`src/design/llwd_pkg.sv`:
```
// ----------------------------------------------------------------------------
// llwd_pkg: shared types for the least-loaded worker dispatcher
// Command and status codes, the request and response words, controller states.
// ----------------------------------------------------------------------------
package llwd_pkg;

   // Width of the slot number carried in the request and response words.
   localparam int SLOT_FIELD_BITS = 4;
   // Number of slots that the slot field can name.
   localparam int SLOT_FIELD_SPAN = 16;
   localparam int CAP_FIELD_BITS  = 8;
   localparam int LOAD_FIELD_BITS = 8;

   typedef enum logic [1:0] {
      CMD_REGISTER = 2'd0,
      CMD_REQUEST  = 2'd1,
      CMD_COMPLETE = 2'd2,
      CMD_DELETE   = 2'd3
   } cmd_type;

   typedef enum logic [1:0] {
      STATUS_OK         = 2'd0,
      STATUS_NO_ROOM    = 2'd1,
      STATUS_FULL       = 2'd2,
      STATUS_SLOT_INVAL = 2'd3
   } status_type;

   typedef struct packed {
      cmd_type                     cmd;
      logic [SLOT_FIELD_BITS-1:0]  target_slot;
      logic [CAP_FIELD_BITS-1:0]   capacity;
   } req_type;

   typedef struct packed {
      status_type                  status;
      logic [SLOT_FIELD_BITS-1:0]  chosen_slot;
      logic [LOAD_FIELD_BITS-1:0]  load;
   } rsp_type;

   typedef enum logic {
      ST_IDLE = 1'b0,
      ST_SCAN = 1'b1
   } state_type;

endpackage

```
`src/design/llwd_cell.sv`:
```
// ----------------------------------------------------------------------------
// llwd_cell: one worker slot of the scan chain
// Holds the slot state, merges it into the passing search token, applies commits.
// ----------------------------------------------------------------------------
module llwd_cell #(
   parameter int INDEX      = 0,
   parameter int IDX_BITS   = 4,
   parameter int COUNT_BITS = 8
) (
   input  logic                  clock,
   input  logic                  reset,
   input  llwd_pkg::req_type     req_word,
   input  logic                  commit_en,
   input  logic [IDX_BITS-1:0]   commit_idx,
   input  logic                  tok_found_i,
   input  logic [IDX_BITS-1:0]   tok_idx_i,
   input  logic [COUNT_BITS-1:0] tok_active_i,
   output logic                  tok_found_o,
   output logic [IDX_BITS-1:0]   tok_idx_o,
   output logic [COUNT_BITS-1:0] tok_active_o
);

   localparam int CAP_WIDE = (COUNT_BITS > llwd_pkg::CAP_FIELD_BITS) ?
                             COUNT_BITS : llwd_pkg::CAP_FIELD_BITS;
   localparam logic [CAP_WIDE-1:0] COUNT_MAX_WIDE = CAP_WIDE'({COUNT_BITS{1'b1}});
   localparam logic [IDX_BITS-1:0] MY_IDX = IDX_BITS'(INDEX);
   localparam logic [llwd_pkg::SLOT_FIELD_BITS-1:0] MY_FIELD =
      llwd_pkg::SLOT_FIELD_BITS'(INDEX);
   localparam bit NAMEABLE = (INDEX < llwd_pkg::SLOT_FIELD_SPAN);

   logic                  valid_ff, valid_in;
   logic [COUNT_BITS-1:0] cap_ff, cap_in;
   logic [COUNT_BITS-1:0] active_ff, active_in;
   logic                  found_ff;
   logic [IDX_BITS-1:0]   idx_ff;
   logic [COUNT_BITS-1:0] best_ff;

   logic                  has_room;
   logic                  target_hit;
   logic                  candidate;
   logic                  better;
   logic [CAP_WIDE-1:0]   cap_wide;
   logic [CAP_WIDE-1:0]   cap_sat;

   assign has_room   = valid_ff && (active_ff < cap_ff);
   assign target_hit = NAMEABLE && valid_ff && (req_word.target_slot == MY_FIELD);

   always_comb begin
      unique case (req_word.cmd)
         llwd_pkg::CMD_REGISTER: candidate = !valid_ff;
         llwd_pkg::CMD_REQUEST:  candidate = has_room;
         llwd_pkg::CMD_COMPLETE: candidate = target_hit;
         llwd_pkg::CMD_DELETE:   candidate = target_hit;
         default:                candidate = 1'b0;
      endcase
   end

   // First candidate wins, except a request that finds a strictly lower count.
   assign better = candidate &&
                   (!tok_found_i ||
                    ((req_word.cmd == llwd_pkg::CMD_REQUEST) && (active_ff < tok_active_i)));

   always_ff @(posedge clock) begin
      found_ff <= tok_found_i || candidate;
      idx_ff   <= better ? MY_IDX : tok_idx_i;
      best_ff  <= better ? active_ff : tok_active_i;
   end

   assign tok_found_o  = found_ff;
   assign tok_idx_o    = idx_ff;
   assign tok_active_o = best_ff;

   // Saturate the stored capacity to the count range.
   assign cap_wide = CAP_WIDE'(req_word.capacity);
   assign cap_sat  = (cap_wide > COUNT_MAX_WIDE) ? COUNT_MAX_WIDE : cap_wide;

   always_comb begin
      valid_in  = valid_ff;
      cap_in    = cap_ff;
      active_in = active_ff;
      if (commit_en && (commit_idx == MY_IDX)) begin
         unique case (req_word.cmd)
            llwd_pkg::CMD_REGISTER: begin
               valid_in  = 1'b1;
               cap_in    = COUNT_BITS'(cap_sat);
               active_in = '0;
            end
            llwd_pkg::CMD_REQUEST: begin
               active_in = active_ff + COUNT_BITS'(1);
            end
            llwd_pkg::CMD_COMPLETE: begin
               if (active_ff != '0) begin
                  active_in = active_ff - COUNT_BITS'(1);
               end
            end
            llwd_pkg::CMD_DELETE: begin
               valid_in = 1'b0;
            end
            default: begin
               valid_in = valid_ff;
            end
         endcase
      end
   end

   always_ff @(posedge clock) begin
      if (reset) begin
         valid_ff <= 1'b0;
      end else begin
         valid_ff <= valid_in;
      end
   end

   always_ff @(posedge clock) begin
      cap_ff    <= cap_in;
      active_ff <= active_in;
   end

endmodule

```
`src/design/llwd_ctrl.sv`:
```
// ----------------------------------------------------------------------------
// llwd_ctrl: command sequencer and response register
// Holds the command word, times the chain scan, commits the pick, forms the reply.
// ----------------------------------------------------------------------------
module llwd_ctrl #(
   parameter int SLOTS      = 16,
   parameter int IDX_BITS   = 4,
   parameter int COUNT_BITS = 8
) (
   input  logic                  clock,
   input  logic                  reset,
   input  logic                  req_valid,
   output logic                  req_ready,
   input  llwd_pkg::req_type     req_word,
   output logic                  rsp_valid,
   input  logic                  rsp_ready,
   output llwd_pkg::rsp_type     rsp_word,
   output llwd_pkg::req_type     cmd_word,
   output logic                  commit_en,
   output logic [IDX_BITS-1:0]   commit_idx,
   input  logic                  tok_found,
   input  logic [IDX_BITS-1:0]   tok_idx,
   input  logic [COUNT_BITS-1:0] tok_active
);

   localparam int CNT_BITS = $clog2(SLOTS + 1);
   localparam logic [CNT_BITS-1:0] SCAN_DONE = CNT_BITS'(SLOTS);
   localparam int IDX_WIDE = (IDX_BITS > llwd_pkg::SLOT_FIELD_BITS) ?
                             IDX_BITS : llwd_pkg::SLOT_FIELD_BITS;
   localparam int CNT_WIDE = (COUNT_BITS > llwd_pkg::LOAD_FIELD_BITS) ?
                             COUNT_BITS : llwd_pkg::LOAD_FIELD_BITS;

   llwd_pkg::state_type   state_ff, state_in;
   logic [CNT_BITS-1:0]   count_ff, count_in;
   llwd_pkg::req_type     cmd_ff, cmd_in;
   logic                  rsp_valid_ff, rsp_valid_in;
   llwd_pkg::rsp_type     rsp_ff, rsp_in;
   llwd_pkg::rsp_type     result;
   logic [IDX_WIDE-1:0]   idx_wide;
   logic [CNT_WIDE-1:0]   inc_wide;
   logic [CNT_WIDE-1:0]   dec_wide;
   logic                  out_free;

   assign idx_wide = IDX_WIDE'(tok_idx);
   assign inc_wide = CNT_WIDE'(tok_active + COUNT_BITS'(1));
   assign dec_wide = (tok_active == '0) ? '0 : CNT_WIDE'(tok_active - COUNT_BITS'(1));

   always_comb begin
      result = '{status: llwd_pkg::STATUS_OK, chosen_slot: '0, load: '0};
      unique case (cmd_ff.cmd)
         llwd_pkg::CMD_REGISTER: begin
            if (tok_found) begin
               result.chosen_slot = idx_wide[llwd_pkg::SLOT_FIELD_BITS-1:0];
            end else begin
               result.status = llwd_pkg::STATUS_FULL;
            end
         end
         llwd_pkg::CMD_REQUEST: begin
            if (tok_found) begin
               result.chosen_slot = idx_wide[llwd_pkg::SLOT_FIELD_BITS-1:0];
               result.load        = inc_wide[llwd_pkg::LOAD_FIELD_BITS-1:0];
            end else begin
               result.status = llwd_pkg::STATUS_NO_ROOM;
            end
         end
         llwd_pkg::CMD_COMPLETE: begin
            result.chosen_slot = cmd_ff.target_slot;
            if (tok_found) begin
               result.load = dec_wide[llwd_pkg::LOAD_FIELD_BITS-1:0];
            end else begin
               result.status = llwd_pkg::STATUS_SLOT_INVAL;
            end
         end
         llwd_pkg::CMD_DELETE: begin
            result.chosen_slot = cmd_ff.target_slot;
            if (!tok_found) begin
               result.status = llwd_pkg::STATUS_SLOT_INVAL;
            end
         end
         default: begin
            result.status = llwd_pkg::STATUS_OK;
         end
      endcase
   end

   assign out_free = !rsp_valid_ff || rsp_ready;

   always_comb begin
      state_in     = state_ff;
      count_in     = count_ff;
      cmd_in       = cmd_ff;
      rsp_in       = rsp_ff;
      rsp_valid_in = rsp_valid_ff && !rsp_ready;
      req_ready    = 1'b0;
      commit_en    = 1'b0;
      unique case (state_ff)
         llwd_pkg::ST_IDLE: begin
            req_ready = 1'b1;
            if (req_valid) begin
               cmd_in   = req_word;
               count_in = '0;
               state_in = llwd_pkg::ST_SCAN;
            end
         end
         llwd_pkg::ST_SCAN: begin
            if (count_ff != SCAN_DONE) begin
               count_in = count_ff + CNT_BITS'(1);
            end else if (out_free) begin
               // Token has left the last cell: commit and publish.
               commit_en    = tok_found;
               rsp_in       = result;
               rsp_valid_in = 1'b1;
               state_in     = llwd_pkg::ST_IDLE;
            end
         end
         default: begin
            state_in = llwd_pkg::ST_IDLE;
         end
      endcase
   end

   always_ff @(posedge clock) begin
      if (reset) begin
         state_ff     <= llwd_pkg::ST_IDLE;
         count_ff     <= '0;
         rsp_valid_ff <= 1'b0;
      end else begin
         state_ff     <= state_in;
         count_ff     <= count_in;
         rsp_valid_ff <= rsp_valid_in;
      end
   end

   always_ff @(posedge clock) begin
      cmd_ff <= cmd_in;
      rsp_ff <= rsp_in;
   end

   assign commit_idx = tok_idx;
   assign cmd_word   = cmd_ff;
   assign rsp_valid  = rsp_valid_ff;
   assign rsp_word   = rsp_ff;

endmodule

```
`src/design/least_loaded_worker_dispatcher.sv`:
```
// ----------------------------------------------------------------------------
// least_loaded_worker_dispatcher: worker slot table with least-loaded pick
// A chain of slot cells scanned by a travelling search token, one cell a cycle.
// ----------------------------------------------------------------------------
// Usage:
//   req_word carries a command (register, request, complete, delete), a
//   target slot and a capacity; rsp_word returns status, slot and load.
//   Both channels use valid/ready; a word moves when valid and ready are high.
//   Each command yields exactly one response word.
// Sequencing:
//   One command is handled at a time. After acceptance the search token walks
//   the SLOTS cells, one cell per cycle; the response is registered once the
//   token has left the last cell, and a new command is taken only after the
//   controller has returned to idle. The length of the cell chain sets how
//   long each command takes.
// Reset:
//   Synchronous, active high. All slots become free; no response is pending.
// Receiver stall:
//   The response sits in an output register. The next command is accepted and
//   scanned while it waits; its commit and response hold at the end of the
//   scan until the previous response is taken.
// ----------------------------------------------------------------------------
module least_loaded_worker_dispatcher #(
   parameter int SLOTS      = 16,
   parameter int COUNT_BITS = 8
) (
   input  logic              clock,
   input  logic              reset,
   input  logic              req_valid,
   output logic              req_ready,
   input  llwd_pkg::req_type req_word,
   output logic              rsp_valid,
   input  logic              rsp_ready,
   output llwd_pkg::rsp_type rsp_word
);

   localparam int IDX_BITS = $clog2(SLOTS);

   llwd_pkg::req_type     cmd_word;
   logic                  commit_en;
   logic [IDX_BITS-1:0]   commit_idx;

   // Token links: entry k feeds cell k, entry SLOTS is the chain output.
   logic                  tok_found  [SLOTS+1];
   logic [IDX_BITS-1:0]   tok_idx    [SLOTS+1];
   logic [COUNT_BITS-1:0] tok_active [SLOTS+1];

   // Seed the chain with an empty token.
   assign tok_found[0]  = 1'b0;
   assign tok_idx[0]    = '0;
   assign tok_active[0] = '0;

   for (genvar k = 0; k < SLOTS; k++) begin : g_cell
      llwd_cell #(
         .INDEX      (k),
         .IDX_BITS   (IDX_BITS),
         .COUNT_BITS (COUNT_BITS)
      ) u_cell (
         .clock        (clock),
         .reset        (reset),
         .req_word     (cmd_word),
         .commit_en    (commit_en),
         .commit_idx   (commit_idx),
         .tok_found_i  (tok_found[k]),
         .tok_idx_i    (tok_idx[k]),
         .tok_active_i (tok_active[k]),
         .tok_found_o  (tok_found[k+1]),
         .tok_idx_o    (tok_idx[k+1]),
         .tok_active_o (tok_active[k+1])
      );
   end

   // Sequence the scan, commit the winner, register the response.
   llwd_ctrl #(
      .SLOTS      (SLOTS),
      .IDX_BITS   (IDX_BITS),
      .COUNT_BITS (COUNT_BITS)
   ) u_ctrl (
      .clock      (clock),
      .reset      (reset),
      .req_valid  (req_valid),
      .req_ready  (req_ready),
      .req_word   (req_word),
      .rsp_valid  (rsp_valid),
      .rsp_ready  (rsp_ready),
      .rsp_word   (rsp_word),
      .cmd_word   (cmd_word),
      .commit_en  (commit_en),
      .commit_idx (commit_idx),
      .tok_found  (tok_found[SLOTS]),
      .tok_idx    (tok_idx[SLOTS]),
      .tok_active (tok_active[SLOTS])
   );

endmodule

```
`config.mk`:
```
export PLATFORM = sky130hd
export DESIGN_NAME = least_loaded_worker_dispatcher
export DESIGN_NICKNAME = d
export VERILOG_FILES = /design/src/design/llwd_pkg.sv /design/src/design/llwd_cell.sv /design/src/design/llwd_ctrl.sv /design/src/design/least_loaded_worker_dispatcher.sv
export SDC_FILE = /design/constraint.sdc
export NUM_CORES = 1
export LEC_CHECK = 0
export BUFFER_PORTS_ARGS = -buffer_cell sky130_fd_sc_hd__buf_4
export CAP_MARGIN = 5
export CORE_ASPECT_RATIO = 1.1
export CORE_MARGIN = 2
export CORE_UTILIZATION = 40
export DETAILED_ROUTE_END_ITERATION = 6
export PLACE_DENSITY = 0.6
export SYNTH_ARGS = -nofsm -noshare
export SYNTH_HDL_FRONTEND = slang
export SYNTH_SLANG_ARGS = --single-unit
export TNS_END_PERCENT = 30
```
`constraint.sdc`:
```
create_clock -name clock -period 7.5 [get_ports clock]
set_input_delay 1.125 -clock clock [delete_from_list [all_inputs] [get_ports clock]]
set_output_delay 1.125 -clock clock [all_outputs]
set_load 0.05 [all_outputs]
```
== Word-level counts from Yosys, hierarchy flattened ==
Cells that the tools add are included.
Widths: inputs -> output; s select.

* Register bits: 500
* Output and inout port bits: 16
* Word-level logic and storage cells: 530

* $add $sub $neg: 35
* Order comparisons: 32
* Equality and inequality tests: 52
* Muxes and demuxes: 88
* Bitwise gates (word level): 2
* Reductions and logical operators: 217

{| class="wikitable"
|+ Operators with widths
! operator !! number
|-
| $pmux 8 s3 || 16
|-
| $mux 8 || 34
|-
| $lt 8x8->1 || 31
|-
| $add 8x1->8 const B || 17
|-
| $sub 8x1->8 const B || 17
|-
| $reduce_bool 8->1 || 16
|-
| $logic_and 1x1->1 || 79
|-
| $reduce_and 2->1 || 34
|-
| $eq 4x4->1 const B || 16
|-
| $reduce_and 3->1 || 17
|-
| $pmux 1 s3 || 16
|-
| $logic_not 1->1 || 33
|-
| $eq 4x3->1 const B || 8
|-
| $ne 2x1->1 const B || 16
|-
| $logic_or 1x1->1 || 31
|-
| $pmux 6 s3 || 1
|-
| $eq 4x2->1 const B || 4
|-
| $pmux 8 s2 || 1
|-
| $mux 12 || 1
|-
| $mux 1 || 11
|-
| $mux 5 || 2
|-
| $pmux 5 s2 || 1
|-
| $eq 4x1->1 const B || 2
|-
| $gt 8x8->1 const B || 1
|-
| other kinds (15) || 21
|}

== Logic depth before layout (Yosys ltp) ==
* Depth in word-level cells: 7
* Depth in mapped cells: 12
* Depth with buffers taken out: 9

== Modules after synthesis ==
A second synthesis with hierarchy kept.

* Cell total of the unflattened synthesis: 2,824
* Area, all modules: 30,392.9 µm²

{| class="wikitable"
|+ By module, submodules not included
! module !! instances !! cells each !! area each (µm²)
|-
| llwd_cell at g_cell[10].u_cell ... || 4 || 168 || 1,796.7
|-
| llwd_cell at g_cell[11].u_cell ... || 2 || 169 || 1,796.7
|-
| llwd_cell at g_cell[1].u_cell ... || 2 || 166 || 1,796.7
|-
| llwd_cell at g_cell[13].u_cell ... || 2 || 166 || 1,788.0
|-
| llwd_cell at g_cell[4].u_cell ... || 2 || 166 || 1,775.5
|-
| llwd_cell at g_cell[15].u_cell || 1 || 169 || 1,795.5
|-
| llwd_cell at g_cell[12].u_cell || 1 || 168 || 1,789.2
|-
| llwd_cell at g_cell[3].u_cell || 1 || 168 || 1,786.7
|-
| llwd_cell at g_cell[0].u_cell || 1 || 166 || 1,774.2
|-
| llwd_ctrl || 1 || 146 || 1,742.9
|-
| least_loaded_worker_dispatcher || 1 || 1 || 3.8
|}

== Worst setup path after synthesis ==
No wires, ideal clock.

* Path type: flip-flop to flip-flop
* Start point: register u_ctrl.cmd_ff (netlist bit u_ctrl.cmd_word[12])
* End point: register g_cell[12].u_cell.active_ff[6] (data pin)
* Setup time: 0.195 ns
* Arrival time: 5.282 ns
* Slack: 2.023 ns
* Stages on the path, launching flop included: 13
* Buffers on the path: 3
* Cell sequence: edfxtp_1 > inv_1 > ha_1 > buf_1 > clkbuf_1 > buf_1 > inv_1 > fa_1 > nor2b_1 > o21ai_0 > a21boi_0 > nor2_1 > o311ai_0

* Longest elaborated chain between the ends: 2

{| class="wikitable"
|+ Ends and longest elaborated chain
! what !! line !! RTL
|-
| from (decl) || llwd_ctrl.sv:35 || <nowiki>llwd_pkg::req_type cmd_ff, cmd_in;</nowiki>
|-
| from (signal assigned) || llwd_ctrl.sv:135 || <nowiki>cmd_ff <= cmd_in;</nowiki>
|-
| $eq 2x2->1, or another cell as far along || llwd_cell.sv:82 || <nowiki>unique case (req_word.cmd)</nowiki>
|-
| $pmux 8 s3 * || llwd_cell.sv:82 ||
|-
| to (signal assigned) || llwd_cell.sv:116 || <nowiki>active_ff <= active_in;</nowiki>
|-
| to (decl) || llwd_cell.sv:33 || <nowiki>logic [COUNT_BITS-1:0] active_ff, active_in;</nowiki>
|}

Mark *: on every way between the ends. The rest lies on a longest branch, timed or not.
A chain may end at the register's enable or synchronous reset.

== Final worst setup path ==
Same ends and word-level chain as after synthesis.

==> results.json <==
{
  "syn_area_per_cell_um2": 10.8,
  "finalCoreUtilization": 0.447,
  "multiInputGateArea_um2": 13900,
  "rrSetupSlack_ns": 3.49,
  "r2r-end": "g_cell[12].u_cell.active_ff[6]",
  "die-area_um2": 72700,
  "finalClockSkew_ns": 0.0273,
  "row_count": 102,
  "ctsResizeCount": 0,
  "arrival_ns": 4.40,
  "remaining_drc_errors": 0,
  "max_freq_ghz": 0.250,
  "hp-start": "g_cell[8].u_cell.tok_idx_o[3]",
  "reg2regPathDepth": 11,
  "start_kind": "register",
  "synth_top_family_by_area": "adder cells",
  "antenna_found_initial": 3,
  "ys_seq_area_frac": 0.455,
  "pin_count": 34,
  "postCtsHoldBufs": 0,
  "synth_warnings": 0,
  "wl_um": 71300,
  "drive_gt1_frac": 0.107,
  "timing.setup.tns_ns": 0,
  "synth_compound_area_frac": 0.127,
  "grt.overflow.total": 0,
  "die_w_um": 257,
  "clock_sinks": 500,
  "num_antenna_cells": 0,
  "placeableCoreArea_um2": 70100,
  "io_buffers": 33,
  "ys_seq_elements": 500,
  "slew_headroom": 0.171,
  "cts_setup_buffers": 0,
  "hold-path-cell-count": 1,
  "synth_xor_area_frac": 0.0102,
  "start_util": 0.403,
  "hp-class": "register to register",
  "grt_pass1_vias": 20000,
  "final_nets": 3006,
  "worst_pin_slew_ns": 1.24,
  "r2r-start": "u_ctrl.cmd_word[12]",
  "vias_per_cell": 5.56,
  "netlist_area_um2": 28200,
  "yosys.area_share.simple": 0.147,
  "numCtsBuffers": 52,
  "setup_viol_count_final": 0,
  "worstPathMaxFanout": 46,
  "layout_common_cells": "322 x inv_1, 320 x ha_1, 284 x edfxtp_1",
  "final-seq-area_um2": 12900,
  "vias": 20200,
  "status": "finished clean",
  "grt_pass1_wl_um": 111000,
  "track_usage": 0.194,
  "finalCriticalPeriod_ns": 4.01,
  "synth_adder_area_share": 0.154,
  "final_common_cell": "inv_1",
  "final_hold_viol_count": 0,
  "routedWlPerCell_um": 19.6,
  "min_to": "g_cell[9].u_cell.tok_idx_o[3]",
  "synth_edf_count": 284,
  "critPathRequiredTime_ns": 7.89,
  "grt_max_degree": 75,
  "cts_tree": "yes",
  "dr.pass1.iters": 5,
  "powerDensity_nw_per_um2": 218,
  "syn_to_final_growth_pct": 11.0,
  "critPathKind": "register to register",
  "cts.clk_slew.worst_paths_ns": 0.06,
  "worstSetupEndpointType": "register",
  "synthCells": 2601,
  "vdd_drop_max_uv": 151,
  "cts_max_path_buffers": 3,
  "cap_violations": 0,
  "cts_root_buffer": "clkbuf_16",
  "rsz0062_at_grt": "false",
  "cts-htree-levels": 2,
  "drv_slew": 0,
  "die_h_um": 283,
  "synth-main-ff-cell": "edfxtp_1",
  "postSynth.asyncResetShare": 0,
  "first_iter_violations": 1257,
  "clk_latency_ns": 0.61,
  "hpwlAfterDp_um": 50900,
  "p_leak_uw": 0.0132,
  "post-route-period-util": 0.534,
  "place.gp.congestion": 0.859,
  "num-fill-cells": 6425,
  "postRouteAntennaNets": 0,
  "synth_cell_types": 77,
  "synthMuxAreaShare": 0.0532,
  "synth_nets": 2957
}
-- report_power, final --
group          internal [uW]  leakage (uW)  switching, uW
Clock                   1580      0.000880           1100
Sequential              3100       0.00438            169
Combinational            391       0.00790            482
-- cell usage after synthesis, types with 12 or more instances --
cell type | number | share of area
and2_1 | 19 | 0.0042
o31ai_1 | 12 | 0.0032
inv_1 | 323 | 0.043
o21ai_0 | 86 | 0.015
o211ai_1 | 45 | 0.012
o21a_1 | 12 | 0.0032
mux2_2 | 62 | 0.025
nand2_1 | 82 | 0.011
buf_1 | 16 | 0.0021
a311oi_1 | 25 | 0.0078
nor3_1 | 81 | 0.014
ha_1 | 322 | 0.14
nand3_1 | 36 | 0.0064
a21oi_1 | 100 | 0.018
or3_1 | 60 | 0.013
edfxtp_1 | 284 | 0.30
a21boi_0 | 22 | 0.0059
a21o_1 | 33 | 0.0088
xnor2_1 | 20 | 0.0062
or4_1 | 21 | 0.0056
dfxtp_1 | 216 | 0.15
o221ai_1 | 15 | 0.0047
mux2_4 | 34 | 0.018
fa_1 | 16 | 0.011
nand2b_1 | 64 | 0.014
a31oi_1 | 41 | 0.0091
a211o_1 | 19 | 0.0059
xor2_1 | 13 | 0.0040
nor2b_1 | 58 | 0.013
nand4_1 | 25 | 0.0055
and3_1 | 27 | 0.0060
nor4_1 | 42 | 0.0093
nor3b_1 | 17 | 0.0045
mux2i_1 | 18 | 0.0064
nor2_1 | 150 | 0.020
o2111ai_1 | 13 | 0.0040
clkbuf_1 | 27 | 0.0036
-- per-layer routing --
| metal | GRT usage | routed length (um) |
|---|---|---|
| met3 | 0.0268 | 3680 |
| met2 | 0.336 | 34100 |
| met5 | 0 | 11 |
| met4 | 0.0645 | 2090 |
| met1 | 0.250 | 31400 |
-- stage by stage --
| step | instances | hold WS [ns] | instance area (um2) | setup slack (ns) | total power, uW |
|---|---|---|---|---|---|
| after global placement | 3530 | 0.400 | 29500 | 3.62 | 4150 |
| after detailed placement | 3530 | 0.394 | 29500 | 3.47 | 4190 |
| after floorplan | 2601 | 0.386 | 28200 | 2.02 | 3910 |
| final | 3630 | 0.402 | 31300 | 3.49 | 6820 |
| after global routing | 3630 | 0.431 | 31300 | 3.23 | 7100 |
| after CTS | 3628 | 0.405 | 31300 | 3.51 | 6870 |
-- worst max path at each step --
stage          cells after the start                 from                        endpoint
2_1_floorplan                     12  u_ctrl.cmd_word[12]  g_cell[12].u_cell.active_ff[6]
5_1_grt                           11  u_ctrl.cmd_word[12]   g_cell[9].u_cell.active_ff[6]
4_1_cts                           11  u_ctrl.cmd_word[12]   g_cell[9].u_cell.active_ff[6]
6_report                          11  u_ctrl.cmd_word[12]  g_cell[12].u_cell.active_ff[6]
3_3_place_gp                      11  u_ctrl.cmd_word[12]  g_cell[12].u_cell.active_ff[6]
3_5_place_dp                       6            rsp_ready  g_cell[10].u_cell.active_ff[5]
-- worst max-delay path, stage by stage (launching register included) --
cell	delay (ns)
edfxtp_1	0.43
inv_1	0.19
ha_4	0.58
buf_4	0.66
inv_1	0.09
buf_4	0.32
fa_1	0.45
nor2b_1	0.15
o21ai_0	0.12
a21boi_0	0.34
nor2_1	0.07
o311ai_0	0.34
-- layout make-up --
| class | count | area share |
|---|---|---|
| timing repair buffer | 55 | 0.0130 |
| clock buffer | 74 | 0.0495 |
| multi-input combinational | 1716 | 0.443 |
| inverter | 325 | 0.0390 |
| sequential | 500 | 0.410 |
| clock inverter | 24 | 0.00723 |
| tap | 936 | 0.0374 |
-- sequential cells by signal, summed over array words and instances, names as in the netlist --
| signal | count |
|---|---|
| g_cell.u_cell.valid_ff | 16 |
| u_ctrl.rsp_word | 14 |
| u_ctrl.state_ff | 1 |
| u_ctrl.rsp_valid | 1 |
| u_ctrl.cmd_word | 14 |
| g_cell.u_cell.active_ff | 128 |
| g_cell.u_cell.cap_ff | 128 |
| u_ctrl.count_ff | 5 |
| g_cell.u_cell.tok_idx_o | 49 |
| g_cell.u_cell.tok_found_o | 16 |
| g_cell.u_cell.tok_active_o | 128 |
-- kinds of logic (layout without fill, tap and decap cells) --
| logic type | count (synthesis) | in the layout |
|---|---|---|
| AOI/OAI and AO/OA | 491 | 491 |
| xor gates and xnor gates | 33 | 33 |
| adders and majority gates | 338 | 338 |
| buffers and inverters | 385 | 478 |
| DFF | 500 | 500 |
| muxes | 124 | 124 |
| and+or+nand+nor | 730 | 730 |
(Power assumes the default switching activity.)
